--- config.mk ---
export PLATFORM = sky130hd
export DESIGN_NAME = smx_divider
export DESIGN_NICKNAME = d
export VERILOG_FILES = /design/src/hw/rtl/smx_pkg.sv /design/src/hw/rtl/smx_divider.sv
export SDC_FILE = /design/constraint.sdc
export NUM_CORES = 1
export LEC_CHECK = 0
export BUFFER_PORTS_ARGS = -buffer_cell sky130_fd_sc_hd__buf_2
export CORE_MARGIN = 1
export CORE_UTILIZATION = 39
export DETAILED_ROUTE_END_ITERATION = 12
export PLACE_DENSITY_LB_ADDON = 0.08
export SYNTH_ARGS = -nofsm -noshare
export SYNTH_HDL_FRONTEND = slang
export SYNTH_SLANG_ARGS = --single-unit
--- constraint.sdc ---
create_clock -name clk -period 6.02 [get_ports clk]
set_clock_uncertainty 0.05 [all_clocks]
set_input_delay 0 -clock clk [delete_from_list [all_inputs] [get_ports clk]]
set_output_delay 0 -clock clk [all_outputs]
set_load 0.1 [all_outputs]
--- src/hw/rtl/smx_pkg.sv ---
// smx_pkg: opcodes, fault codes, sizes and state types for the stack machine execute unit.
// No dependencies.
`default_nettype none
package smx_pkg;
    localparam int MEM_WORDS  = 32768;
    localparam int CODE_WORDS = 32768;
    localparam int WA_W = $clog2(MEM_WORDS);
    localparam int BA_W = WA_W + 3;
    localparam int PC_W = $clog2(CODE_WORDS);

    localparam logic [7:0] OP_IMM  = 8'd100;
    localparam logic [7:0] OP_LEA  = 8'd101;
    localparam logic [7:0] OP_LC   = 8'd102;
    localparam logic [7:0] OP_LI   = 8'd103;
    localparam logic [7:0] OP_SC   = 8'd104;
    localparam logic [7:0] OP_SI   = 8'd105;
    localparam logic [7:0] OP_PUSH = 8'd106;
    localparam logic [7:0] OP_ADD  = 8'd107;
    localparam logic [7:0] OP_SUB  = 8'd108;
    localparam logic [7:0] OP_MUL  = 8'd109;
    localparam logic [7:0] OP_DIV  = 8'd110;
    localparam logic [7:0] OP_MOD  = 8'd111;
    localparam logic [7:0] OP_OR   = 8'd112;
    localparam logic [7:0] OP_XOR  = 8'd113;
    localparam logic [7:0] OP_AND  = 8'd114;
    localparam logic [7:0] OP_SHL  = 8'd115;
    localparam logic [7:0] OP_SHR  = 8'd116;
    localparam logic [7:0] OP_EQ   = 8'd117;
    localparam logic [7:0] OP_NE   = 8'd118;
    localparam logic [7:0] OP_LT   = 8'd119;
    localparam logic [7:0] OP_LE   = 8'd120;
    localparam logic [7:0] OP_GT   = 8'd121;
    localparam logic [7:0] OP_GE   = 8'd122;
    localparam logic [7:0] OP_JMP  = 8'd123;
    localparam logic [7:0] OP_JZ   = 8'd124;
    localparam logic [7:0] OP_JNZ  = 8'd125;

    localparam logic [1:0] FAULT_NONE  = 2'd0;
    localparam logic [1:0] FAULT_DIV0  = 2'd1;
    localparam logic [1:0] FAULT_UNSUP = 2'd2;

    typedef enum logic [3:0] {
        ST_IDLE, ST_RD0, ST_RD1, ST_EXEC, ST_APPLY, ST_MUL, ST_DIV,
        ST_WR0, ST_WR1, ST_OUT
    } state_t;

    typedef struct packed {
        logic start;
        logic [63:0] num;
        logic [63:0] den;
    } div_req_t;

    typedef struct packed {
        logic done;
        logic [63:0] quo;
        logic [63:0] rem;
    } div_rsp_t;
endpackage
`default_nettype wire

--- src/hw/rtl/smx_divider.sv ---
// smx_divider: signed 64-bit restoring divider, one quotient bit per cycle.
// Depends on smx_pkg.
`default_nettype none
module smx_divider
    import smx_pkg::*;
(
    input  wire logic     clk,
    input  wire logic     rst_n,
    input  wire div_req_t req,
    output div_rsp_t      rsp
);
    logic        busy_reg, busy_next;
    logic [6:0]  cnt_reg, cnt_next;
    logic [63:0] q_reg, q_next, r_reg, r_next, d_reg, d_next;
    logic        nq_reg, nq_next, nr_reg, nr_next;
    logic [64:0] trial;
    logic [63:0] rs;

    always_comb
    begin
        busy_next = busy_reg;
        cnt_next  = cnt_reg;
        q_next = q_reg; r_next = r_reg; d_next = d_reg;
        nq_next = nq_reg; nr_next = nr_reg;
        rs    = {r_reg[62:0], q_reg[63]};
        trial = {1'b0, rs} - {1'b0, d_reg};
        rsp.done = 1'b0;
        rsp.quo  = nq_reg ? (64'd0 - q_reg) : q_reg;
        rsp.rem  = nr_reg ? (64'd0 - r_reg) : r_reg;
        if (req.start)
        begin
            busy_next = 1'b1;
            cnt_next  = 7'd0;
            q_next = req.num[63] ? (64'd0 - req.num) : req.num;
            d_next = req.den[63] ? (64'd0 - req.den) : req.den;
            r_next = '0;
            nq_next = req.num[63] ^ req.den[63];
            nr_next = req.num[63];
        end
        else if (busy_reg)
        begin
            if (cnt_reg == 7'd64)
            begin
                busy_next = 1'b0;
                rsp.done  = 1'b1;
            end
            else
            begin
                cnt_next = cnt_reg + 7'd1;
                if (!trial[64])
                begin
                    r_next = trial[63:0];
                    q_next = {q_reg[62:0], 1'b1};
                end
                else
                begin
                    r_next = rs;
                    q_next = {q_reg[62:0], 1'b0};
                end
            end
        end
    end

    always_ff @(posedge clk or negedge rst_n)
    begin
        if (!rst_n)
        begin
            busy_reg <= 1'b0;
            cnt_reg  <= '0;
        end
        else
        begin
            busy_reg <= busy_next;
            cnt_reg  <= cnt_next;
        end
    end

    always_ff @(posedge clk)
    begin
        q_reg <= q_next; r_reg <= r_next; d_reg <= d_next;
        nq_reg <= nq_next; nr_reg <= nr_next;
    end
endmodule
`default_nettype wire

==> results.yml, run 1 <==
status:
  status: "finished clean"
sta:
  fmax_ghz: 0.2097
  relSlewSlack_pct: 35.89
  period_needed_ps: 4769
  rsz0062_at_grt: "false"
  tns_ps: 0
  setup_viol: 0
  finalMaxSlewViolations: 0
  tightest_slew_ps: 961.6
  hold_violations: 0
  min_period_over_period_pct: 79.22
  setup_ws_ps: 1251
detailed_routing:
  first_pass_iters: 5
  dr_total_vias: 16400
  drt_iter0_drc: 1136
  drcViolationCount: 0
  wl_per_cell_um: 18.28
  drt_wl_total_mm: 54.29
  ant_nets: 0
  avgViaCountPerCell: 5.520
clocking:
  cts_tree: "yes"
  clock_sinks: 202
  clk_latency_ps: 560
  clk_pin_slew_worst_paths_ps: 60
  cts_root_buffer: "clkbuf_16"
  cts_buffer_depth: 3
  post-cts-setup-buffers: 0
  cts_buffers: 26
  htreeDepth: 1
yosys:
  yosysSeqAreaShare_pct: 32.27
  syn_nets: 2225
  ys.flop_type: "edfxtp_1"
  synth_cells: 2023
  synth_warnings: 0
  ys_seq_elements: 202
  synth_cell_type_count: 68
  avgSynthCellArea_um2: 8.248
  ys_async_sr_fraction_pct: 3.960
  syn-cell-area_um2: 16690
  synth_edf_count: 130
global_routing:
  antenna_found_initial: 0
  grt_usage_pct: 24.36
  grt_max_degree: 74
  grt_remaining_overflow: 0
  grt_pass1_vias: 15780
  grt_pass1_wl_mm: 85.57
placed_design:
  placed_area_um2: 18400
  globalplace.congestion: 0.9294
  dp_slack_ps: 1784
  post-place-cells: 2733
  dp_hpwl_mm: 39.85
  numPortBuffers: 259
setup_path:
  path_cells: "or4_1 > or3_1 > and4bb_2 > and2_1 > nand4_1 > or4_1 > inv_1 > nand2_1 > o31ai_1 > xnor2_1 > buf_2"
  crit_required_ps: 5970
  start_kind: "flip-flop"
  crit_path_max_incr_delay_ps: 610
  crit_type: "reg2out"
  rr_endpoint: "r_reg[23]$_SDFFE_PP0P_"
  critPathMostFrequentCell: "or4_1"
  cp_max_fo: 5
  cp-end-kind: "primary output"
  rrSetupSlack_ps: 1950
  critPathSlowestCell: "or4_1"
  cp.arrival_ps: 4720
  reg2reg_depth: 11
  r2r-start: "r_reg[20]$_SDFFE_PP0P_"
power_and_ir_drop:
  p_leak_nw: 8.635
  clock_power_share_pct: 29.3
  peakVddDrop_mv: 0.3210
  pwr-share-seq_pct: 31.3
  cellPowerDensity_nw_per_um2: 256.9
  swShare_pct: 43.55
  comb_power_share_pct: 39.4
  intPower_mw: 3.067
  p_sw_mw: 2.366
finish:
  drive_gt1_share_pct: 14.23
  layoutNonFillerInstCount: 2970
  multi_input_area_um2: 10540
  seqCellArea_um2: 5385
  antenna_cells: 0
  nNetsFinal: 2613
  fin_area_um2: 21150
  area_growth_pct: 26.72
  nFillCells: 4048
min_path:
  holdCritPathClass: "in2reg"
  hold_end: "q_reg[52]$_DFFE_PP_"
  hold_depth: 3
  hp-start: "req[116]"
die:
  io_pins: 260
  core_area_um2: 42040
  dieArea_um2: 43620
  start_util_pct: 39.69
  row_count: 75
  chipHeight_um: 208.8
  die_w_um: 208.8
flow_run:
  maxCapViolations: 0
[power by group through the flow]
stage / Combinational [mW] / Clock (mW) / Sequential (mW)
floorplan: 1.61 / 0 / 1.70
global placement: 2.00 / 0 / 1.73
detailed placement: 2.01 / 0 / 1.73
CTS: 2.13 / 1.63 / 1.70
global route: 2.25 / 1.69 / 1.72
finish: 2.14 / 1.59 / 1.70
[kinds of logic after synthesis]
family	Yosys count	share of synthesized area, %
compound gates	621	23.10
simple gates	604	17.74
xor+xnor	311	16.32
buf+inv	206	4.687
flops	202	32.27
fa+ha+maj	71	5.369
mux	8	0.5099
[critical path: cells and delay by family, from the launching register on]
family	cells	cell delay, ps
AOI/OAI and AO/OA	1	470
xor gates and xnor gates	1	250
buffers and inverters	2	580
DFF	1	450
and+or+nand+nor	7	2420
[metrics by stage]
step	power (mW)	utilization [%]	hold slack [ps]
floorplan	3.308	-	-345.6
global placement	3.731	43.76	-190.4
detailed placement	3.737	43.76	-193.8
CTS	5.465	50.30	16.10
global route	5.651	50.30	50.59
finish	5.432	50.30	28.46
[worst max-delay path by stage]
stage / from / end / slack (ps) / cells past startpoint
after floorplan: r_reg[26]$_SDFFE_PP0P_ / rsp[59] / 1990 / 9
final: q_reg[17]$_DFFE_PP_ / rsp[127] / 1250 / 11
after global placement: q_reg[16]$_DFFE_PP_ / rsp[127] / 1800 / 11
after CTS: q_reg[16]$_DFFE_PP_ / rsp[127] / 1190 / 11
after detailed placement: q_reg[16]$_DFFE_PP_ / rsp[127] / 1780 / 11
after global routing: q_reg[17]$_DFFE_PP_ / rsp[127] / 1010 / 11
[layout by cell type, fill, tap and decap left out, types with 17 or more instances in the layout]
cell / synthesis / final
ha_1: 70 / 70
a21o_1: 37 / 37
o41ai_1: 35 / 35
o31ai_1: 75 / 74
nor2_1: 154 / 154
or4_1: 30 / 30
a22o_1: 17 / 17
nand2b_1: 26 / 26
dfxtp_1: 64 / 64
nand3_1: 26 / 26
or2_2: 17 / 17
nor4_1: 17 / 17
xnor2_1: 217 / 217
clkbuf_16: 0 / 26
o21ai_0: 198 / 198
edfxtp_1: 130 / 130
or3_1: 48 / 48
xor2_1: 94 / 94
nand4_1: 29 / 29
inv_1: 105 / 104
nor3_1: 27 / 27
dlygate4sd3_1: 0 / 189
a21oi_1: 173 / 172
nand2_1: 186 / 186
buf_2: 1 / 258
[area by class of cell]
cell class | count | area share (%)
sequential | 202 | 25.47
inverter | 105 | 1.864
timing repair buffer | 461 | 15.57
multi-input combinational | 1615 | 49.86
clock inverter | 9 | 0.5503
tap | 539 | 3.189
clock buffer | 39 | 3.497
[synthesized netlist by cell type (7+ instances only)]
master | number | area (µm²)
a21oi_1 | 173 | 865.8
nor4_1 | 17 | 106.4
a32oi_1 | 8 | 70.07
nand4_1 | 29 | 181.4
xor2_1 | 94 | 823.3
ha_1 | 70 | 875.8
dfxtp_1 | 64 | 1281
nand2b_1 | 26 | 162.7
or4_1 | 30 | 225.2
o41ai_1 | 35 | 306.5
inv_1 | 105 | 394.1
xnor2_1 | 217 | 1901
a22o_1 | 17 | 148.9
o31ai_1 | 75 | 563.0
edfxtp_1 | 130 | 3904
nor2b_1 | 8 | 50.05
o21bai_1 | 13 | 97.59
or2_2 | 17 | 106.4
a21o_1 | 37 | 277.8
nor2_1 | 154 | 578.1
nand3_1 | 26 | 130.1
or3_1 | 48 | 300.3
clkbuf_1 | 94 | 352.8
o211ai_1 | 11 | 82.58
a31oi_1 | 13 | 81.33
nor3_1 | 27 | 135.1
o21ai_0 | 198 | 991.0
and2_1 | 9 | 56.30
dfrtp_1 | 8 | 200.2
nand2_1 | 186 | 698.2
nand3b_1 | 7 | 52.55
[repair_timing]
item | 4_1_cts | 5_1_grt
endpoints found under the setup margin | 0 | 0
hold buffers | 189 | 0
endpoints found under the hold margin | 188 | 0
gates resized for setup | 0 | 0
[per-layer routing]
metal,routed length (µm),GRT usage [%],up-vias
met3,3269,3.231,85
met2,24460,39.61,512
met5,0,0,-
li1,-,-,8111
met4,1568,7.784,0
met1,24990,33.38,7687
(Power assumes the default switching activity.)
==> inputs of run 2 (changes only) <==
==> constraint.sdc (replaced) <==
create_clock -name clk -period 4 [get_ports clk]
set_clock_uncertainty 0.05 [all_clocks]
set_input_delay 0 -clock clk [delete_from_list [all_inputs] [get_ports clk]]
set_output_delay 0 -clock clk [all_outputs]
set_load 0.1 [all_outputs]
==> run 2 against run 1 <==
Against the previous run:
- the flow now finishes with violations (negative setup slack)
- first-iteration DRC count shrank 6.4%
- final cell count grew 2.3%
- design area grew 5.0%
- sequential share of layout area shrank 1.2 points
- global-route usage shrank 0.18 points
- total power grew 52%
- core utilization grew 2.5 points
- clock power grew 44%
==> results.yml, run 2 (synthesis results as in run 1) <==
power_and_ir_drop:
  total_power_mw: 8.270
  peakVddDrop_mv: 0.6582
  clock_power_share_pct: 27.7
  p_sw_mw: 3.579
  cellPowerDensity_nw_per_um2: 372.4
  comb_power_share_pct: 41.4
  pwr-share-seq_pct: 31.0
  p_leak_nw: 9.165
  intPower_mw: 4.691
  swShare_pct: 43.28
global_routing:
  grt_remaining_overflow: 0
  grt_pass1_wl_mm: 85.41
  antenna_found_initial: 4
  grt_pass1_vias: 15920
  grt_max_degree: 84
  grt_usage_pct: 24.18
clocking:
  clk_latency_ps: 560
  clock_sinks: 202
  clk_pin_slew_worst_paths_ps: 60
  cts_buffers: 26
  htreeDepth: 1
  cts_buffer_depth: 3
  cts_tree: "yes"
  cts_root_buffer: "clkbuf_16"
placed_design:
  numPortBuffers: 259
  dp_hpwl_mm: 40.82
  globalplace.congestion: 0.8916
  dp_slack_ps: 136.1
sta:
  fmax_ghz: 0.2444
  period_needed_ps: 4092
  hold_violations: 0
  finalMaxSlewViolations: 0
  tns_ps: -336.8
  whs_ps: 23.15
  setup_viol: 6
  setup_ws_ps: -91.56
  rsz0062_at_grt: "true"
  min_period_over_period_pct: 102.3
  relSlewSlack_pct: 24.73
  tightest_slew_ps: 1129
die:
  row_count: 75
  start_util_pct: 39.69
  core_area_um2: 42040
  io_pins: 260
  chipHeight_um: 208.8
  die_w_um: 208.8
  dieArea_um2: 43620
finish:
  final_common_cell: "buf_2"
  utilization_pct: 52.82
  nNetsFinal: 2677
  drive_gt1_share_pct: 18.64
  area_growth_pct: 33.08
  final_cell_mix: "235 x buf_2, 211 x xnor2_1, 193 x o21ai_0"
detailed_routing:
  dr_total_vias: 16630
  drt_wl_total_mm: 54.23
  drt_iter0_drc: 1063
  first_pass_iters: 5
  drcViolationCount: 0
  avgViaCountPerCell: 5.476
  wl_per_cell_um: 17.86
  ant_nets: 0
setup_path:
  start_kind: "flip-flop"
  cp_max_fo: 4
  crit_type: "reg2out"
  cp-end-kind: "primary output"
  cp.arrival_ps: 4040
  crit_required_ps: 3950
min_path:
  holdCritPathClass: "in2reg"
status:
  violations: "negative setup slack"
  status: "finished, violations left"
flow_run:
  maxCapViolations: 0
run 2: cell type report:
cell class,instances,area (µm²)
Timing Repair Buffer,525,4073
Tap cell,539,674.4
Clock buffer,34,690.7
Inverter,105,394.1
Sequential cell,202,5395
Fill cell,3972,19840
Antenna cell,4,10.01
Multi-Input combinational cell,1615,10840
Clock inverter,13,127.6
run 2: worst max-delay path, stage by stage, from the launching register on:
cell,delay (ps)
dfxtp_4,340
or4_4,510
or4_4,440
or3_4,350
or3_4,430
or2_4,260
or4_4,500
o41ai_4,270
xnor2_2,170
buf_12,200
run 2: metal layers:
layer / wire (µm) / GRT usage [%] / vias to the layer above
li1: - / - / 8247
met4: 1158 / 6.212 / 0
met2: 25010 / 40.32 / 470
met5: 0 / 0 / -
met1: 25440 / 33.30 / 7841
met3: 2624 / 2.540 / 74
run 2: what timing repair did:
action | 4_1_cts | 5_1_grt
setup endpoints to repair | 17 | 54
resized for setup | 48 | 34
hold endpoints to repair | 145 | 0
hold buffers | 185 | 0
setup buffers | 16 | 9
pin swaps | 8 | 9
run 2: power by group through the flow:
stage	logic, mW	clock network [mW]	registers, mW
2_1_floorplan	2.43	0	2.56
3_3_place_gp	3.12	0	2.60
3_5_place_dp	3.13	0	2.60
4_1_cts	3.37	2.35	2.56
5_1_grt	3.58	2.41	2.58
6_report	3.42	2.29	2.56
run 2: through the flow:
| stage | std cells | area (µm²) |
|---|---|---|
| 2_1_floorplan | 2023 | 16720 |
| 3_3_place_gp | 2776 | 18980 |
| 3_5_place_dp | 2776 | 18980 |
| 4_1_cts | 3024 | 21980 |
| 5_1_grt | 3037 | 22210 |
| 6_report | 3037 | 22210 |
run 2: final timing paths:
| path | start | endpoint | slack [ps] | depth (start not counted) |
|---|---|---|---|---|
| hold reg to reg | r_reg[38]$_SDFFE_PP0P_ | r_reg[38]$_SDFFE_PP0P_ | 470 | 2 |
| setup reg to reg | r_reg[27]$_SDFFE_PP0P_ | r_reg[60]$_SDFFE_PP0P_ | 330 | 14 |
| setup / recovery | r_reg[27]$_SDFFE_PP0P_ | rsp[59] | -90 | 9 |
| hold / removal | req[16] | d_reg[17]$_DFFE_PP_ | 20 | 4 |
| min in group asynchronous | rst_n | busy_reg$_DFF_PN0_ | 360 | 3 |
| max in group asynchronous | rst_n | cnt_reg[5]$_DFFE_PN0P_ | 3260 | 3 |
==> inputs of run 3 (changes only) <==
--- a/config.mk
+++ b/config.mk
@@ -5,10 +5,11 @@
 export SDC_FILE = /design/constraint.sdc
 export NUM_CORES = 1
 export LEC_CHECK = 0
-export BUFFER_PORTS_ARGS = -buffer_cell sky130_fd_sc_hd__buf_2
 export CORE_MARGIN = 1
 export CORE_UTILIZATION = 39
+export CTS_BUF_LIST = sky130_fd_sc_hd__clkbuf_8
 export DETAILED_ROUTE_END_ITERATION = 12
+export DONT_BUFFER_PORTS = 1
 export PLACE_DENSITY_LB_ADDON = 0.08
 export SYNTH_ARGS = -nofsm -noshare
 export SYNTH_HDL_FRONTEND = slang
==> run 3 against run 2 <==
Against the previous run:
- the flow still finishes with violations (negative setup slack)
- largest power group unchanged
- final cell count fell by 2.9%
- combinational power is 5% higher
- via count shrank 0.48%
==> results.yml, run 3 (synthesis results as in run 1) <==
clocking:
  cts_tree: "yes"
  htreeDepth: 2
  cts_root_buffer: "clkbuf_8"
  cts_buffer_depth: 3
  clk_pin_slew_worst_paths_ps: 60
  clock_sinks: 202
  cts_buffers: 41
  clk_latency_ps: 620
power_and_ir_drop:
  cellPowerDensity_nw_per_um2: 357.6
  clock_power_share_pct: 25.1
  intPower_mw: 4.614
  pwr-share-seq_pct: 31.3
  p_leak_nw: 9.681
  swShare_pct: 44.18
  p_sw_mw: 3.652
  comb_power_share_pct: 43.6
  peakVddDrop_mv: 0.2923
global_routing:
  grt_remaining_overflow: 0
  grt_max_degree: 200
  grt_pass1_vias: 16020
  grt_pass1_wl_mm: 87.92
  antenna_found_initial: 2
  grt_usage_pct: 25.51
sta:
  tns_ps: -687.2
  tightest_slew_ps: 1336
  fmax_ghz: 0.2423
  finalMaxSlewViolations: 0
  rsz0062_at_grt: "true"
  min_period_over_period_pct: 103.2
  setup_ws_ps: -127.8
  setup_viol: 9
  hold_violations: 0
  relSlewSlack_pct: 10.50
  period_needed_ps: 4128
die:
  start_util_pct: 39.69
  io_pins: 260
  die_w_um: 208.8
  row_count: 75
  dieArea_um2: 43620
  core_area_um2: 42040
  chipHeight_um: 208.8
finish:
  layoutNonFillerInstCount: 2950
  area_growth_pct: 38.53
  final_common_cell: "dlygate4sd3_1"
  final_cell_mix: "226 x dlygate4sd3_1, 185 x nand2_1, 185 x o21ai_0"
  nNetsFinal: 2582
  drive_gt1_share_pct: 18.96
detailed_routing:
  dr_total_vias: 16550
  avgViaCountPerCell: 5.611
  wl_per_cell_um: 19.36
  first_pass_iters: 6
  drcViolationCount: 0
  drt_iter0_drc: 974
  ant_nets: 0
  drt_wl_total_mm: 57.10
setup_path:
  cp-end-kind: "primary output"
  crit_path_max_incr_delay_ps: 540
  cp_max_fo: 4
  rrSetupSlack_ps: 250
  critPathMostFrequentCell: "or4_4"
  start_kind: "flip-flop"
  crit_required_ps: 3950
  r2r-start: "r_reg[38]$_SDFFE_PP0P_"
  rr_endpoint: "r_reg[62]$_SDFFE_PP0P_"
  critPathSlowestCell: "or4_4"
  cp.arrival_ps: 4080
  path_cells: "or4_4 > or4_4 > or3_4 > or3_4 > or2_4 > or4_4 > buf_4 > o21ai_4 > xnor2_2 > buf_12"
  crit_type: "reg2out"
  reg2reg_depth: 12
placed_design:
  post-place-cells: 2615
  numPortBuffers: 0
  dp_slack_ps: 164.4
  dp_hpwl_mm: 40.49
  globalplace.congestion: 0.9227
min_path:
  hold_end: "q_reg[33]$_DFFE_PP_"
  hold_depth: 5
  hp-start: "req[94]"
  holdCritPathClass: "in2reg"
status:
  violations: "negative setup slack"
  status: "finished, violations left"
flow_run:
  maxCapViolations: 0
[run 3: changes by cell type in the layout (fill, tap and decap cells not counted), sizes merged]
| cell | delta |
|---|---|
| clkinvlp | +1 |
| clkinv | -2 |
| bufinv | -2 |
| diode | -3 |
| buf | -142 |
| dlygate4sd3 | +41 |
| inv | +14 |
| bufbuf | -3 |
| clkbuf | +9 |
[run 3: final cells by class]
type                    count  area, µm²
diodes                      1      2.502
clock buffers              49      674.4
repair buffers            415       4066
flip-flops and latches    202       5400
clock inverters            24      103.9
inverters                 105      394.1
fillers                  3876      18930
well taps                 539      674.4
multi-input cells        1615      11800
[run 3: how the worst max path moves through the flow]
stage / from / end / slack (ps) / depth (start not counted)
after detailed placement: req[15] / d_reg[58]$_DFFE_PP_ / 160 / 9
after floorplan: r_reg[26]$_SDFFE_PP0P_ / rsp[58] / 60 / 8
final: r_reg[26]$_SDFFE_PP0P_ / rsp[57] / -130 / 10
after CTS: r_reg[27]$_SDFFE_PP0P_ / rsp[59] / -180 / 9
after global placement: req[15] / d_reg[60]$_DFFE_PP_ / 220 / 9
after global routing: q_reg[14]$_DFFE_PP_ / rsp[123] / -240 / 11
[run 3: metal layers]
| metal | wire length (µm) | vias up | part of all wire, % | GRT usage [%] |
|---|---|---|---|---|
| met3 | 3495 | 119 | 6.1 | 5.606 |
| met4 | 1967 | 0 | 3.4 | 9.128 |
| met1 | 25670 | 7872 | 45 | 33.77 |
| met5 | 0 | - | 0 | 0 |
| met2 | 25970 | 509 | 45 | 40.82 |
| li1 | - | 8052 | - | - |
[run 3: timing repair]
item,CTS,global route
pin swaps,9,12
resized for setup,45,35
buffers inserted,16,16
hold endpoints to repair,213,0
hold buffers,229,0
setup endpoints to repair,23,37
[run 3: power by group through the flow]
stage	clock network, mW	registers, mW	logic [mW]
6_report	2.08	2.59	3.60
5_1_grt	2.21	2.61	3.75
4_1_cts	2.13	2.58	3.54
3_5_place_dp	0	2.62	3.15
3_3_place_gp	0	2.62	3.15
2_1_floorplan	0	2.56	2.43
[run 3: worst max-delay path, delay by kind of cell (launching register included)]
family	cells	cell delay (ps)
simple gates	6	2490
buf+inv	2	370
flops	1	320
xor+xnor	1	150
compound gates	1	130
[run 3: through the flow]
| stage | util (%) | hold slack [ps] | area, µm² | power, mW |
|---|---|---|---|---|
| final | 54.98 | 63.93 | 23110 | 8.266 |
| after global routing | 54.98 | 82.69 | 23110 | 8.569 |
| after CTS | 54.34 | 6.032 | 22840 | 8.256 |
| after detailed placement | 46.22 | -345.4 | 19430 | 5.773 |
| after global placement | 46.22 | -345.4 | 19430 | 5.769 |
| after floorplan | - | -345.6 | 16720 | 4.982 |
